## config.mk

```make
export PLATFORM = sky130hd
export DESIGN_NAME = texture_frame_sequencer
export DESIGN_NICKNAME = d
export VERILOG_FILES = /design/src/rtl/tfs_pkg.sv /design/src/rtl/tfs_ram.sv /design/src/rtl/tfs_ctrl.sv /design/src/rtl/tfs_dp.sv /design/src/rtl/texture_frame_sequencer.sv
export SDC_FILE = /design/constraint.sdc
export NUM_CORES = 1
export LEC_CHECK = 0
export BUFFER_PORTS_ARGS = -buffer_cell sky130_fd_sc_hd__buf_2
export CAP_MARGIN = 20
export CORE_MARGIN = 1
export CORE_UTILIZATION = 55
export CTS_BUF_LIST = sky130_fd_sc_hd__clkbuf_16
export CTS_CLUSTER_DIAMETER = 60
export DETAILED_ROUTE_END_ITERATION = 7
export GPL_ROUTABILITY_DRIVEN = 1
export PLACE_DENSITY = 0.72
export REMOVE_ABC_BUFFERS = 1
export SLEW_MARGIN = 20
export SYNTH_ARGS = -nofsm -noshare
export SYNTH_HDL_FRONTEND = slang
export SYNTH_SLANG_ARGS = --single-unit
```

## constraint.sdc

```tcl
create_clock -name clk -period 9.9 [get_ports clk]
set_input_delay 1.485 -clock clk [delete_from_list [all_inputs] [get_ports clk]]
set_output_delay 1.485 -clock clk [all_outputs]
set_load 0.05 [all_outputs]
```

## src/rtl/tfs_pkg.sv

```systemverilog
package tfs_pkg;

    localparam int MAX_FRAMES_DEF = 16;

    localparam int CNT_W       = 5;
    localparam int MODE_W      = 2;
    localparam int CMD_W       = 2;
    localparam int IDX_W       = 8;
    localparam int TIME_W      = 32;
    localparam int HANDLE_W    = 32;
    localparam int ENTRY_W     = HANDLE_W + TIME_W;
    localparam int OUT_FRAME_W = 4;
    localparam int CFG_IDX_W   = 2;
    localparam int CFG_DATA_W  = 8;

    localparam logic [CFG_IDX_W-1:0] CFG_FRAME_COUNT = 2'd0;
    localparam logic [CFG_IDX_W-1:0] CFG_PLAY_MODE   = 2'd1;
    localparam logic [CFG_IDX_W-1:0] CFG_STOPPED     = 2'd2;

    typedef enum logic [CMD_W-1:0] {
        CMD_TICK,
        CMD_WRITE,
        CMD_SET,
        CMD_RESTART
    } cmd_t;

    typedef enum logic [MODE_W-1:0] {
        MODE_LOOP,
        MODE_PINGPONG,
        MODE_ONCE,
        MODE_ONCE_ALT
    } mode_t;

    typedef enum logic [2:0] {
        S_IDLE,
        S_EXEC,
        S_TICK_UPD,
        S_DIV,
        S_SET,
        S_OUT_RD,
        S_OUT_LD
    } state_t;

    typedef struct packed {
        logic [CMD_W-1:0]    cmd;
        logic [TIME_W-1:0]   delta_time;
        logic [IDX_W-1:0]    frame_index;
        logic [HANDLE_W-1:0] entry_handle;
        logic [TIME_W-1:0]   entry_duration;
    } in_item_t;

    typedef struct packed {
        logic [OUT_FRAME_W-1:0] current_frame;
        logic [HANDLE_W-1:0]    current_handle;
        logic                   going_backward;
        logic                   frame_advanced;
    } out_item_t;

    typedef struct packed {
        logic capture;
        logic wr_en;
        logic restart;
        logic tick_upd;
        logic div_step;
        logic set_pos;
        logic out_load;
    } ctrl_cmd_t;

    typedef struct packed {
        cmd_t cmd;
        logic tick_ok;
        logic set_ok;
    } dp_status_t;

endpackage

```

## src/rtl/tfs_ram.sv

```systemverilog
module tfs_ram #(
    parameter int WIDTH = 64,
    parameter int DEPTH = 16,
    parameter int AW    = (DEPTH > 1) ? $clog2(DEPTH) : 1
) (
    input  logic             clk,
    input  logic             we,
    input  logic [AW-1:0]    waddr,
    input  logic [WIDTH-1:0] wdata,
    input  logic [AW-1:0]    raddr,
    output logic [WIDTH-1:0] rdata
);

    logic [WIDTH-1:0] mem [DEPTH];

    always_ff @(posedge clk)
    begin
        if (we)
        begin
            mem[waddr] <= wdata;
        end
        rdata <= mem[raddr];
    end

endmodule

```

## src/rtl/tfs_ctrl.sv

```systemverilog
module tfs_ctrl (
    input  logic                   clk,
    input  logic                   rst_n,
    input  logic                   in_valid,
    output logic                   in_stall,
    output logic                   out_valid,
    input  logic                   out_stall,
    input  tfs_pkg::dp_status_t    st,
    output tfs_pkg::ctrl_cmd_t     ctl
);
    import tfs_pkg::*;

    localparam int SW = $clog2(IDX_W);

    state_t          state_reg;
    state_t          state_next;
    logic [SW-1:0]   step_reg;
    logic [SW-1:0]   step_next;
    logic            out_valid_reg;
    logic            out_valid_next;
    logic            out_free;
    logic            last_step;

    assign out_free  = !out_valid_reg || !out_stall;
    assign last_step = (step_reg == SW'(IDX_W - 1));

    always_comb
    begin
        state_next = state_reg;
        unique case (state_reg)
            S_IDLE:
            begin
                if (in_valid)
                begin
                    state_next = S_EXEC;
                end
            end
            S_EXEC:
            begin
                unique case (st.cmd)
                    CMD_TICK:    state_next = st.tick_ok ? S_TICK_UPD : S_OUT_RD;
                    CMD_SET:     state_next = st.set_ok ? S_DIV : S_OUT_RD;
                    CMD_WRITE:   state_next = S_OUT_RD;
                    CMD_RESTART: state_next = S_OUT_RD;
                    default:     state_next = S_OUT_RD;
                endcase
            end
            S_TICK_UPD: state_next = S_OUT_RD;
            S_DIV:
            begin
                if (last_step)
                begin
                    state_next = S_SET;
                end
            end
            S_SET:      state_next = S_OUT_RD;
            S_OUT_RD:   state_next = S_OUT_LD;
            S_OUT_LD:
            begin
                if (out_free)
                begin
                    state_next = S_IDLE;
                end
            end
            default:    state_next = S_IDLE;
        endcase
    end

    always_comb
    begin
        ctl = '0;
        unique case (state_reg)
            S_IDLE:     ctl.capture  = in_valid;
            S_EXEC:
            begin
                ctl.wr_en   = (st.cmd == CMD_WRITE);
                ctl.restart = (st.cmd == CMD_RESTART);
            end
            S_TICK_UPD: ctl.tick_upd = 1'b1;
            S_DIV:      ctl.div_step = 1'b1;
            S_SET:      ctl.set_pos  = 1'b1;
            S_OUT_RD:   ctl          = '0;
            S_OUT_LD:   ctl.out_load = out_free;
            default:    ctl          = '0;
        endcase
    end

    assign step_next      = (state_reg == S_DIV) ? step_reg + SW'(1) : '0;
    assign out_valid_next = ctl.out_load || (out_valid_reg && out_stall);

    always_ff @(posedge clk or negedge rst_n)
    begin
        if (!rst_n)
        begin
            state_reg     <= S_IDLE;
            step_reg      <= '0;
            out_valid_reg <= 1'b0;
        end
        else
        begin
            state_reg     <= state_next;
            step_reg      <= step_next;
            out_valid_reg <= out_valid_next;
        end
    end

    assign in_stall  = (state_reg != S_IDLE);
    assign out_valid = out_valid_reg;

endmodule

```

## src/rtl/tfs_dp.sv

```systemverilog
module tfs_dp #(
    parameter int MAX_FRAMES = tfs_pkg::MAX_FRAMES_DEF
) (
    input  logic                              clk,
    input  logic                              rst_n,
    input  tfs_pkg::ctrl_cmd_t                ctl,
    output tfs_pkg::dp_status_t               st,
    input  tfs_pkg::in_item_t                 in_data,
    input  logic                              cfg_we,
    input  logic [tfs_pkg::CFG_IDX_W-1:0]     cfg_index,
    input  logic [tfs_pkg::CFG_DATA_W-1:0]    cfg_data,
    output tfs_pkg::out_item_t                out_data
);
    import tfs_pkg::*;

    localparam int PW = (MAX_FRAMES > 1) ? $clog2(MAX_FRAMES) : 1;
    localparam int MW = $clog2(MAX_FRAMES + 1);
    localparam int XW = (MW > CNT_W) ? MW : CNT_W;
    localparam int RW = (PW > CNT_W) ? PW : CNT_W;
    localparam int OW = (PW > OUT_FRAME_W) ? PW : OUT_FRAME_W;
    localparam int IW = (MW > IDX_W) ? MW : IDX_W;

    in_item_t              item_reg;
    in_item_t              item_next;
    logic [CNT_W-1:0]      frame_count_reg;
    logic [CNT_W-1:0]      frame_count_next;
    mode_t                 play_mode_reg;
    mode_t                 play_mode_next;
    logic                  stopped_reg;
    logic                  stopped_next;
    logic [TIME_W-1:0]     elapsed_reg;
    logic [TIME_W-1:0]     elapsed_next;
    logic [PW-1:0]         pos_reg;
    logic [PW-1:0]         pos_next;
    logic                  back_reg;
    logic                  back_next;
    logic                  adv_reg;
    logic                  adv_next;
    logic [IDX_W-1:0]      dvd_reg;
    logic [IDX_W-1:0]      dvd_next;
    logic [CNT_W-1:0]      rem_reg;
    logic [CNT_W-1:0]      rem_next;
    out_item_t             out_reg;
    out_item_t             out_next;

    logic [ENTRY_W-1:0]    ram_rdata;
    logic                  ram_we;
    logic [TIME_W-1:0]     dur;
    logic [HANDLE_W-1:0]   handle;

    logic [XW-1:0]         fc_x;
    logic [XW-1:0]         cnt_x;
    logic [XW-1:0]         p_x;
    logic [XW-1:0]         nxt_x;
    logic                  wrap;
    logic [XW-1:0]         adv_pos_x;
    logic                  adv_back;

    logic [TIME_W:0]       sum;
    logic [TIME_W-1:0]     sat;
    logic                  reached;

    logic [CNT_W:0]        div_t;
    logic [CNT_W:0]        div_sub;
    logic                  div_ge;
    logic [RW-1:0]         rem_x;
    logic [OW-1:0]         pos_o;

    assign dur    = ram_rdata[TIME_W-1:0];
    assign handle = ram_rdata[ENTRY_W-1:TIME_W];

    assign fc_x  = XW'(frame_count_reg);
    assign cnt_x = (fc_x > XW'(MAX_FRAMES)) ? XW'(MAX_FRAMES) : fc_x;
    assign p_x   = XW'(pos_reg);
    assign nxt_x = p_x + XW'(1);
    assign wrap  = (nxt_x >= cnt_x);

    always_comb
    begin
        adv_pos_x = p_x;
        adv_back  = back_reg;
        case (play_mode_reg) inside
            MODE_LOOP:
            begin
                adv_pos_x = wrap ? '0 : nxt_x;
            end
            MODE_PINGPONG:
            begin
                if (!back_reg)
                begin
                    if (wrap)
                    begin
                        adv_pos_x = cnt_x - XW'(2);
                        adv_back  = 1'b1;
                    end
                    else
                    begin
                        adv_pos_x = nxt_x;
                    end
                end
                else if (p_x == '0)
                begin
                    adv_pos_x = XW'(1);
                    adv_back  = 1'b0;
                end
                else
                begin
                    adv_pos_x = p_x - XW'(1);
                end
            end
            MODE_ONCE, MODE_ONCE_ALT:
            begin
                adv_pos_x = wrap ? cnt_x - XW'(1) : nxt_x;
            end
            default:
            begin
                adv_pos_x = p_x;
            end
        endcase
    end

    // saturating accumulate, then compare against the frame duration
    assign sum     = {1'b0, elapsed_reg} + {1'b0, item_reg.delta_time};
    assign sat     = sum[TIME_W] ? '1 : sum[TIME_W-1:0];
    assign reached = (sat >= dur);

    // one restoring remainder step per cycle
    assign div_t   = {rem_reg, dvd_reg[IDX_W-1]};
    assign div_ge  = (div_t >= (CNT_W+1)'(cnt_x[CNT_W-1:0]));
    assign div_sub = div_t - (CNT_W+1)'(cnt_x[CNT_W-1:0]);
    assign rem_x   = RW'(rem_reg);
    assign pos_o   = OW'(pos_reg);

    assign ram_we = ctl.wr_en && (IW'(item_reg.frame_index) < IW'(MAX_FRAMES));

    always_comb
    begin
        item_next        = item_reg;
        frame_count_next = frame_count_reg;
        play_mode_next   = play_mode_reg;
        stopped_next     = stopped_reg;
        elapsed_next     = elapsed_reg;
        pos_next         = pos_reg;
        back_next        = back_reg;
        adv_next         = adv_reg;
        dvd_next         = dvd_reg;
        rem_next         = rem_reg;
        out_next         = out_reg;

        if (cfg_we)
        begin
            unique case (cfg_index)
                CFG_FRAME_COUNT: frame_count_next = cfg_data[CNT_W-1:0];
                CFG_PLAY_MODE:   play_mode_next   = mode_t'(cfg_data[MODE_W-1:0]);
                CFG_STOPPED:     stopped_next     = cfg_data[0];
                default:         stopped_next     = stopped_reg;
            endcase
        end

        if (ctl.capture)
        begin
            item_next = in_data;
            adv_next  = 1'b0;
            dvd_next  = in_data.frame_index;
            rem_next  = '0;
        end

        if (ctl.restart)
        begin
            pos_next     = '0;
            elapsed_next = '0;
            back_next    = 1'b0;
        end

        if (ctl.tick_upd)
        begin
            if (reached)
            begin
                elapsed_next = '0;
                pos_next     = adv_pos_x[PW-1:0];
                back_next    = adv_back;
                adv_next     = 1'b1;
            end
            else
            begin
                elapsed_next = sat;
            end
        end

        if (ctl.div_step)
        begin
            rem_next = div_ge ? div_sub[CNT_W-1:0] : div_t[CNT_W-1:0];
            dvd_next = {dvd_reg[IDX_W-2:0], 1'b0};
        end

        if (ctl.set_pos)
        begin
            pos_next = rem_x[PW-1:0];
        end

        if (ctl.out_load)
        begin
            out_next.current_frame  = pos_o[OUT_FRAME_W-1:0];
            out_next.current_handle = handle;
            out_next.going_backward = back_reg;
            out_next.frame_advanced = adv_reg;
        end
    end

    always_ff @(posedge clk or negedge rst_n)
    begin
        if (!rst_n)
        begin
            frame_count_reg <= '0;
            play_mode_reg   <= MODE_LOOP;
            stopped_reg     <= 1'b0;
            elapsed_reg     <= '0;
            pos_reg         <= '0;
            back_reg        <= 1'b0;
        end
        else
        begin
            frame_count_reg <= frame_count_next;
            play_mode_reg   <= play_mode_next;
            stopped_reg     <= stopped_next;
            elapsed_reg     <= elapsed_next;
            pos_reg         <= pos_next;
            back_reg        <= back_next;
        end
    end

    always_ff @(posedge clk)
    begin
        item_reg <= item_next;
        adv_reg  <= adv_next;
        dvd_reg  <= dvd_next;
        rem_reg  <= rem_next;
        out_reg  <= out_next;
    end

    tfs_ram #(
        .WIDTH (ENTRY_W),
        .DEPTH (MAX_FRAMES)
    ) u_ram (
        .clk   (clk),
        .we    (ram_we),
        .waddr (item_reg.frame_index[PW-1:0]),
        .wdata ({item_reg.entry_handle, item_reg.entry_duration}),
        .raddr (pos_reg),
        .rdata (ram_rdata)
    );

    assign st.cmd     = cmd_t'(item_reg.cmd);
    assign st.tick_ok = !stopped_reg && (cnt_x >= XW'(2));
    assign st.set_ok  = (cnt_x != '0);
    assign out_data   = out_reg;

endmodule

```

## src/rtl/texture_frame_sequencer.sv

```systemverilog
// Sprite frame animation sequencer.
// Input channel (in_valid / in_stall / in_data) carries one command per
// transaction: tick, write table entry, set frame, restart. Every accepted
// transaction yields exactly one result transaction on the output channel
// (out_valid / out_stall / out_data): current frame, its handle, ping-pong
// direction and whether a tick advanced the frame.
// Configuration port (cfg_valid / cfg_ready, cfg_index, cfg_data) is always
// ready; index 0 frame count, 1 play mode, 2 stopped. Write it only while idle.
// After accept the command executes; a tick that runs then updates the frame
// position, a set frame runs a bit-serial remainder sequencer, and the result
// is read from the frame table and loaded into the output register. One
// transaction is in flight at a time; a new one is accepted once its result has
// entered the output register.
// When out_stall is high the result holds in the output register and the
// block finishes its next transaction but waits to deliver it.
// Reset clears the configuration registers, frame position, elapsed time and
// direction; the frame table is undefined until written.
module texture_frame_sequencer #(
    parameter int MAX_FRAMES = tfs_pkg::MAX_FRAMES_DEF
) (
    input  logic                            clk,
    input  logic                            rst_n,
    input  logic                            in_valid,
    output logic                            in_stall,
    input  tfs_pkg::in_item_t               in_data,
    output logic                            out_valid,
    input  logic                            out_stall,
    output tfs_pkg::out_item_t              out_data,
    input  logic                            cfg_valid,
    output logic                            cfg_ready,
    input  logic [tfs_pkg::CFG_IDX_W-1:0]   cfg_index,
    input  logic [tfs_pkg::CFG_DATA_W-1:0]  cfg_data
);
    import tfs_pkg::*;

    ctrl_cmd_t  ctl;
    dp_status_t st;

    assign cfg_ready = 1'b1;

    tfs_ctrl u_ctrl (
        .clk       (clk),
        .rst_n     (rst_n),
        .in_valid  (in_valid),
        .in_stall  (in_stall),
        .out_valid (out_valid),
        .out_stall (out_stall),
        .st        (st),
        .ctl       (ctl)
    );

    tfs_dp #(
        .MAX_FRAMES (MAX_FRAMES)
    ) u_dp (
        .clk       (clk),
        .rst_n     (rst_n),
        .ctl       (ctl),
        .st        (st),
        .in_data   (in_data),
        .cfg_we    (cfg_valid && cfg_ready),
        .cfg_index (cfg_index),
        .cfg_data  (cfg_data),
        .out_data  (out_data)
    );

endmodule

```

==> qor.csv, run 1 <==
metric;value;unit
status;completed;
globalplace.congestion;0.938;
die_y;303;µm
yosys.cell_types.count;65;
largest_reg_flops;1024;
rows;110;
synth_area_per_cell;21.2;µm²
track_usage;24.0;%
rsz0062_at_grt;false;
cp_max_fo;29;
arrival;6.92;ns
io_buffers;157;
drt-initial-drc-count;2540;
fp.dieW;303;µm
area_growth;13.6;%
cts_made_buffers;132;
nets;2795;
crit_path_cell_trace;ha_1, fa_1, a211o_1, a211oi_2, o21a_1, o21ai_1, a21boi_2, o31ai_2, a41oi_2, buf_4, nand2_1, ha_1, a21o_1, a21o_1, a21oi_1, nor3b_1, a211oi_1, nor2_1, nand2_1, inv_1, a22o_1;
ant_nets;0;
synth_seq_cells;1298;
wl_per_cell;27.6;µm
timing.final.ws_setup;3.63;ns
via_count;24133;
critPathKind;reg -> reg;
grt_overflow;0;
drv_cap;0;
grt_max_degree;150;
grt_pass1_wl;158000;µm
ios;162;
crit_slowest_cell;inv_1;
core;0.0899;mm²
max_freq;159;MHz
initial_core_util;55.5;%
post_cts_buffers;0;
yosysWarningCount;0;
drc;0;
dp.final_hpwl;55100;µm
fin_crit_sh;63.3;%
cts_root_buf;clkbuf_16;
clock_latency;0.74;ns
crit_required;10.55;ns
cts_sinks;1298;
pwr_density_cell;274;mW/mm²
start_kind;flip-flop;
diodes;0;
syn_area;0.0499;mm²
slew_headroom;26.8;%
ir_drop;0.000223;V
avgViaCountPerCell;6.23;
synth-edff-count;1180;
fin_tns_setup;0;ns
dp_slack;3.75;ns
report.final.slew_viol_count;0;
ys_seq_area_share;76.3;%
stdcell_area;0.0566;mm²
drive_gt1_share;28.0;%
tritoncts;done;
hp-class;reg -> reg;
synth_flop_cell;edfxtp_1;
antenna_found_initial;5;
finalHoldViolCount;0;
fin_skew;0.0348;ns
cts_resized;0;
cts_hold_buf;0;
power.leakage;19.0;nW
slowest_delay;0.84;ns
drt_first_pass_iters;5;
worstMarginPinSlew;1.10;ns
nFillCells;5991;
dieArea;0.0919;mm²
placed_cells_incl_taps;3630;
wl;107000;µm
cts_htree_levels;4;
syn-instance-count;2347;
synthArstFlopShare;4.01;%
grt_pass1_vias;24794;
dpl-instance-area;0.0523;mm²
critPathCaptureType;flip-flop;
fin_crit;6.27;ns
setup_viol;0;
clk_pin_slew;0.06;ns
clockBufferDepth;3;
final_cell_count_no_fill;3873;
-- synthesized netlist by cell type (all sizes together), types with 4 or more instances --
| library cell | n | share of area (%) |
|---|---|---|
| nand2b | 16 | 0.20 |
| a211oi | 9 | 0.15 |
| nand3 | 15 | 0.15 |
| dfxtp | 66 | 2.6 |
| nor3b | 5 | 0.075 |
| nor3 | 21 | 0.21 |
| nand3b | 4 | 0.060 |
| nor2 | 70 | 0.53 |
| and2 | 8 | 0.10 |
| nor2b | 8 | 0.10 |
| mux4 | 320 | 14 |
| a22o | 36 | 0.63 |
| o21a | 4 | 0.060 |
| xnor2 | 22 | 0.39 |
| inv | 55 | 0.41 |
| a211o | 4 | 0.070 |
| nand4 | 5 | 0.063 |
| ha | 84 | 2.1 |
| o21ai | 50 | 0.50 |
| o211ai | 4 | 0.060 |
| buf | 29 | 0.25 |
| xor2 | 10 | 0.18 |
| clkbuf | 64 | 0.48 |
| a21o | 13 | 0.20 |
| and3 | 4 | 0.050 |
| nand2 | 80 | 0.60 |
| dfrtp | 52 | 2.6 |
| a21oi | 49 | 0.49 |
| mux2 | 8 | 0.18 |
| edfxtp | 1180 | 71 |
| a21boi | 4 | 0.068 |
-- report_power, final --
part / leakage, nW / switching, W / internal, W
sequential: 11.8 / 0.000389 / 0.00642
combinational: 4.85 / 0.00194 / 0.00185
clock: 2.25 / 0.00209 / 0.00284
total: 19.0 / 0.00443 / 0.0111
-- layer usage --
layer / GRT usage [%] / routed length (µm) / vias to the layer above / part of all wire [%]
met5: 0 / 49 / - / 0.046
met4: 6.93 / 2240 / 8 / 2.1
met3: 4.40 / 7690 / 164 / 7.2
met2: 39.4 / 53500 / 1008 / 50
met1: 33.4 / 43200 / 12771 / 40
li1: - / - / 10182 / -
-- metrics by stage --
stage                     hold slack, ns  total power (W)  utilization [%]
after detailed placement           0.389           0.0107             58.1
after global routing               0.415           0.0162             63.0
after floorplan                    0.386           0.0105                -
after global placement             0.390           0.0106             58.1
after CTS                          0.403           0.0157             63.0
final                              0.402           0.0155             63.0
-- cell type report --
| type | instances | area, µm² | share of cell area [%] |
|---|---|---|---|
| well taps | 1176 | 1470 | 2.60 |
| repair buffers | 200 | 1130 | 2.00 |
| multi-input cells | 901 | 11400 | 20.1 |
| clock inverters | 109 | 1020 | 1.79 |
| clock buffers | 134 | 3350 | 5.92 |
| flip-flops and latches | 1298 | 38100 | 67.2 |
| inverters | 55 | 206 | 0.365 |
-- worst max-delay path: cells and delay by family (launching register included) --
family / cells / cell delay (ns)
adder cells (fa/ha/maj): 3 / 0.97
buffers and inverters: 2 / 1.21
flip-flops: 1 / 0.43
AO/OA/AOI/OAI: 12 / 2.98
AND/OR/NAND/NOR: 4 / 0.59
-- cell usage in the layout (no fill, tap or decap), types with 38 or more instances in the layout --
cell          n
nand2_1      80
o21ai_0      38
inv_1        88
a21oi_1      47
buf_2       157
clkbuf_16   134
nor2_1       57
dfrtp_1      48
edfxtp_1   1180
ha_1         84
mux4_2      320
dfxtp_1      66
buf_4        41
-- path summary, 6_finish.rpt --
kind	from	to	slack (ns)	cells after the start
hold reg to reg	u_dp.u_ram.rdata[60]	u_dp.out_data[30]	0.40	0
min in group asynchronous	rst_n	u_dp.elapsed_reg[16]	0.87	2
hold / removal	u_dp.u_ram.rdata[60]	u_dp.out_data[30]	0.40	0
setup / recovery	u_dp.item_reg[72]	u_dp.elapsed_reg[19]	3.63	21
setup reg to reg	u_dp.item_reg[72]	u_dp.elapsed_reg[19]	3.63	21
max in group asynchronous	rst_n	u_dp.pos_o[3]	8.43	2
-- cells by family after synthesis --
group	Yosys count	share of synthesized area (%)
DFF	1298	76.3
AOI/OAI and AO/OA	210	2.88
xor gates and xnor gates	32	0.562
other	1	0.00752
muxes	330	14.7
adders and majority gates	86	2.19
buffers and inverters	148	1.14
and+or+nand+nor	242	2.23
Power figures use the tool's default switching activity.
==> inputs of run 2 (changes only) <==
PLACE_DENSITY = 0.75   (was 0.72)
clock period = 5.6 ns   (was 9.9 ns; I/O delays follow)
==> qor.csv, run 2 (synthesis results as in run 1) <==
metric;value;unit;change
hp-class;in -> async;;was reg -> reg
power.leakage;19.0;nW;about the same
cts_htree_levels;4;;unchanged
timing.rr.start;u_dp.elapsed_reg[0];;was u_dp.item_reg[72]
pwr_density_cell;485;mW/mm²;was 274 mW/mm²
grt_overflow;0;;unchanged
crit_path_cell_trace;ha_1, fa_1, a211o_1, a211oi_2, o21a_1, o21ai_1, a31oi_2, o21ai_0, mux2_2, o21ai_1, ha_1, and3_1, a221oi_1, o21ai_0, a21oi_1, o21ai_0, nor2_1, nand2_1, inv_1, buf_4, a22o_1;;was ha_1, fa_1, a211o_1, a211oi_2, o21a_1, o21ai_1, a21boi_2, o31ai_2, a41oi_2, buf_4, nand2_1, ha_1, a21o_1, a21o_1, a21oi_1, nor3b_1, a211oi_1, nor2_1, nand2_1, inv_1, a22o_1
max_freq;193;MHz;was 159 MHz
initial_core_util;55.5;%;unchanged
fin_skew;0.0332;ns;was 0.0348 ns
cts_hold_buf;0;;unchanged
area_growth;14.1;%;was 13.6%
fp.dieW;303;µm;unchanged
ff2ff_path_depth;21;;unchanged
nets;2796;;was 2795
cts_root_buf;clkbuf_16;;unchanged
fin_crit_sh;92.5;%;was 63.3%
worstMarginPinSlew;1.08;ns;was 1.10 ns
most-common-layout-cells;edfxtp_1, mux4_2, buf_2;;unchanged
track_usage;24.6;%;was 24.0%
slew_headroom;28.1;%;was 26.8%
cp_max_fo;18;;was 29
ios;162;;unchanged
ir_drop;0.000407;V;was 0.000223 V
avgViaCountPerCell;6.27;;was 6.23
r2r_slack;0.42;ns;was 3.63 ns
drc;0;;unchanged
rows;110;;unchanged
final_cell_count_no_fill;3876;;was 3873
grt_pass1_vias;25255;;was 24794
wl;110000;µm;was 107000 µm
fin_crit;5.18;ns;was 6.27 ns
grt_pass1_wl;162000;µm;was 158000 µm
antenna_found_initial;1;;was 5
reg2reg_to;u_dp.elapsed_reg[31];;was u_dp.elapsed_reg[19]
critPathKind;reg -> reg;;unchanged
finalHoldViolCount;0;;unchanged
drt_first_pass_iters;5;;unchanged
grt_max_degree;147;;was 150
report.final.slew_viol_count;0;;unchanged
cpMostUsedCell;o21ai_0;;
dp.final_hpwl;54300;µm;was 55100 µm
clockBufferDepth;3;;unchanged
cts_sinks;1298;;unchanged
drv_cap;0;;unchanged
io_buffers;157;;unchanged
die_y;303;µm;unchanged
core;0.0899;mm²;unchanged
clock_latency;0.73;ns;was 0.74 ns
crit_slowest_cell;fa_1;;was inv_1
critPathLaunch;u_dp.elapsed_reg[0];;was u_dp.item_reg[72]
setup_viol;0;;unchanged
clk_pin_slew;0.06;ns;about the same
tritoncts;done;;unchanged
arrival;5.82;ns;was 6.92 ns
globalplace.congestion;0.894;;was 0.938
via_count;24320;;was 24133
rsz0062_at_grt;false;;unchanged
status;completed;;unchanged
ant_nets;0;;unchanged
drt-initial-drc-count;2421;;was 2540
wl_per_cell;28.5;µm;was 27.6 µm
critPathCaptureType;flip-flop;;unchanged
crit_required;6.24;ns;was 10.55 ns
endpoint;u_dp.elapsed_reg[31];;was u_dp.elapsed_reg[19]
layout_commonest_cell;edfxtp_1;;unchanged
diodes;0;;unchanged
drive_gt1_share;27.3;%;was 28.0%
dieArea;0.0919;mm²;unchanged
start_kind;flip-flop;;unchanged
finalPower;0.0276;W;was 0.0155 W
slowest_delay;0.45;ns;was 0.84 ns
utilization;63.3;%;was 63.0%
cts_made_buffers;134;;was 132
largest_reg_flops;1024;;unchanged
placed_cells_incl_taps;3628;;was 3630
[run 2: cell types whose count changed in the layout (fill, tap and decap cells not counted), sizes merged]
cell,previous run,this run
clkinv,46,53
clkinvlp,6,2
clkbuf,134,137
inv,99,97
buf,200,199
[run 2: repair_timing]
action	in CTS	in global routing
setup buffers	0	1
endpoints found under the hold margin	0	0
resized for setup	0	1
endpoints found under the setup margin	0	18
[run 2: worst max-delay path: cells and delay by family (launching register included)]
kind,cells,cell delay (ns)
simple gates,3,0.47
mux,1,0.32
fa+ha+maj,3,0.97
buf+inv,2,0.39
compound gates,12,2.52
flops,1,0.40
[run 2: cell type report]
cell class | instances | area, µm²
clock buffer | 137 | 3430
clock inverter | 110 | 967
fill | 5846 | 33000
inverter | 55 | 206
multi-input combinational | 901 | 11400
sequential | 1298 | 38100
tap | 1176 | 1470
timing repair buffer | 199 | 1360
[run 2: worst min path at each step]
stage / start / end / slack, ns / depth (start not counted)
floorplan: u_dp.u_ram.rdata[40] / u_dp.out_data[10] / 0.39 / 0
global placement: u_dp.u_ram.rdata[46] / u_dp.out_data[16] / 0.39 / 0
detailed placement: u_dp.u_ram.rdata[34] / u_dp.out_data[4] / 0.39 / 0
CTS: in_data[48] / u_dp.item_reg[48] / 0.23 / 1
global route: in_data[23] / u_dp.item_reg[23] / 0.25 / 1
finish: rst_n / u_dp.elapsed_reg[23] / 0.25 / 2
[run 2: stage by stage]
stage,hold slack [ns],setup slack [ns],setup TNS (ns),area (µm²)
6_report,0.253,0.421,0,56900
5_1_grt,0.250,0.0151,0,56900
4_1_cts,0.229,0.381,0,56900
3_5_place_dp,0.389,0.456,0,52500
3_3_place_gp,0.391,0.457,0,52500
2_1_floorplan,0.386,-7.33,-653.15,49500
[run 2: report_power, final]
group / switching [W] / internal, W
combinational: 0.00346 / 0.00330
sequential: 0.000744 / 0.0113
clock: 0.00369 / 0.00508
total: 0.00790 / 0.0197
[run 2: routing by layer]
layer | global-route usage, % | vias to the layer above | routed length, µm
met4 | 7.84 | 2 | 2960
met3 | 4.22 | 185 | 8180
met2 | 40.9 | 1193 | 55700
met5 | 0 | - | 8
met1 | 33.7 | 12745 | 43500
li1 | - | 10195 | -
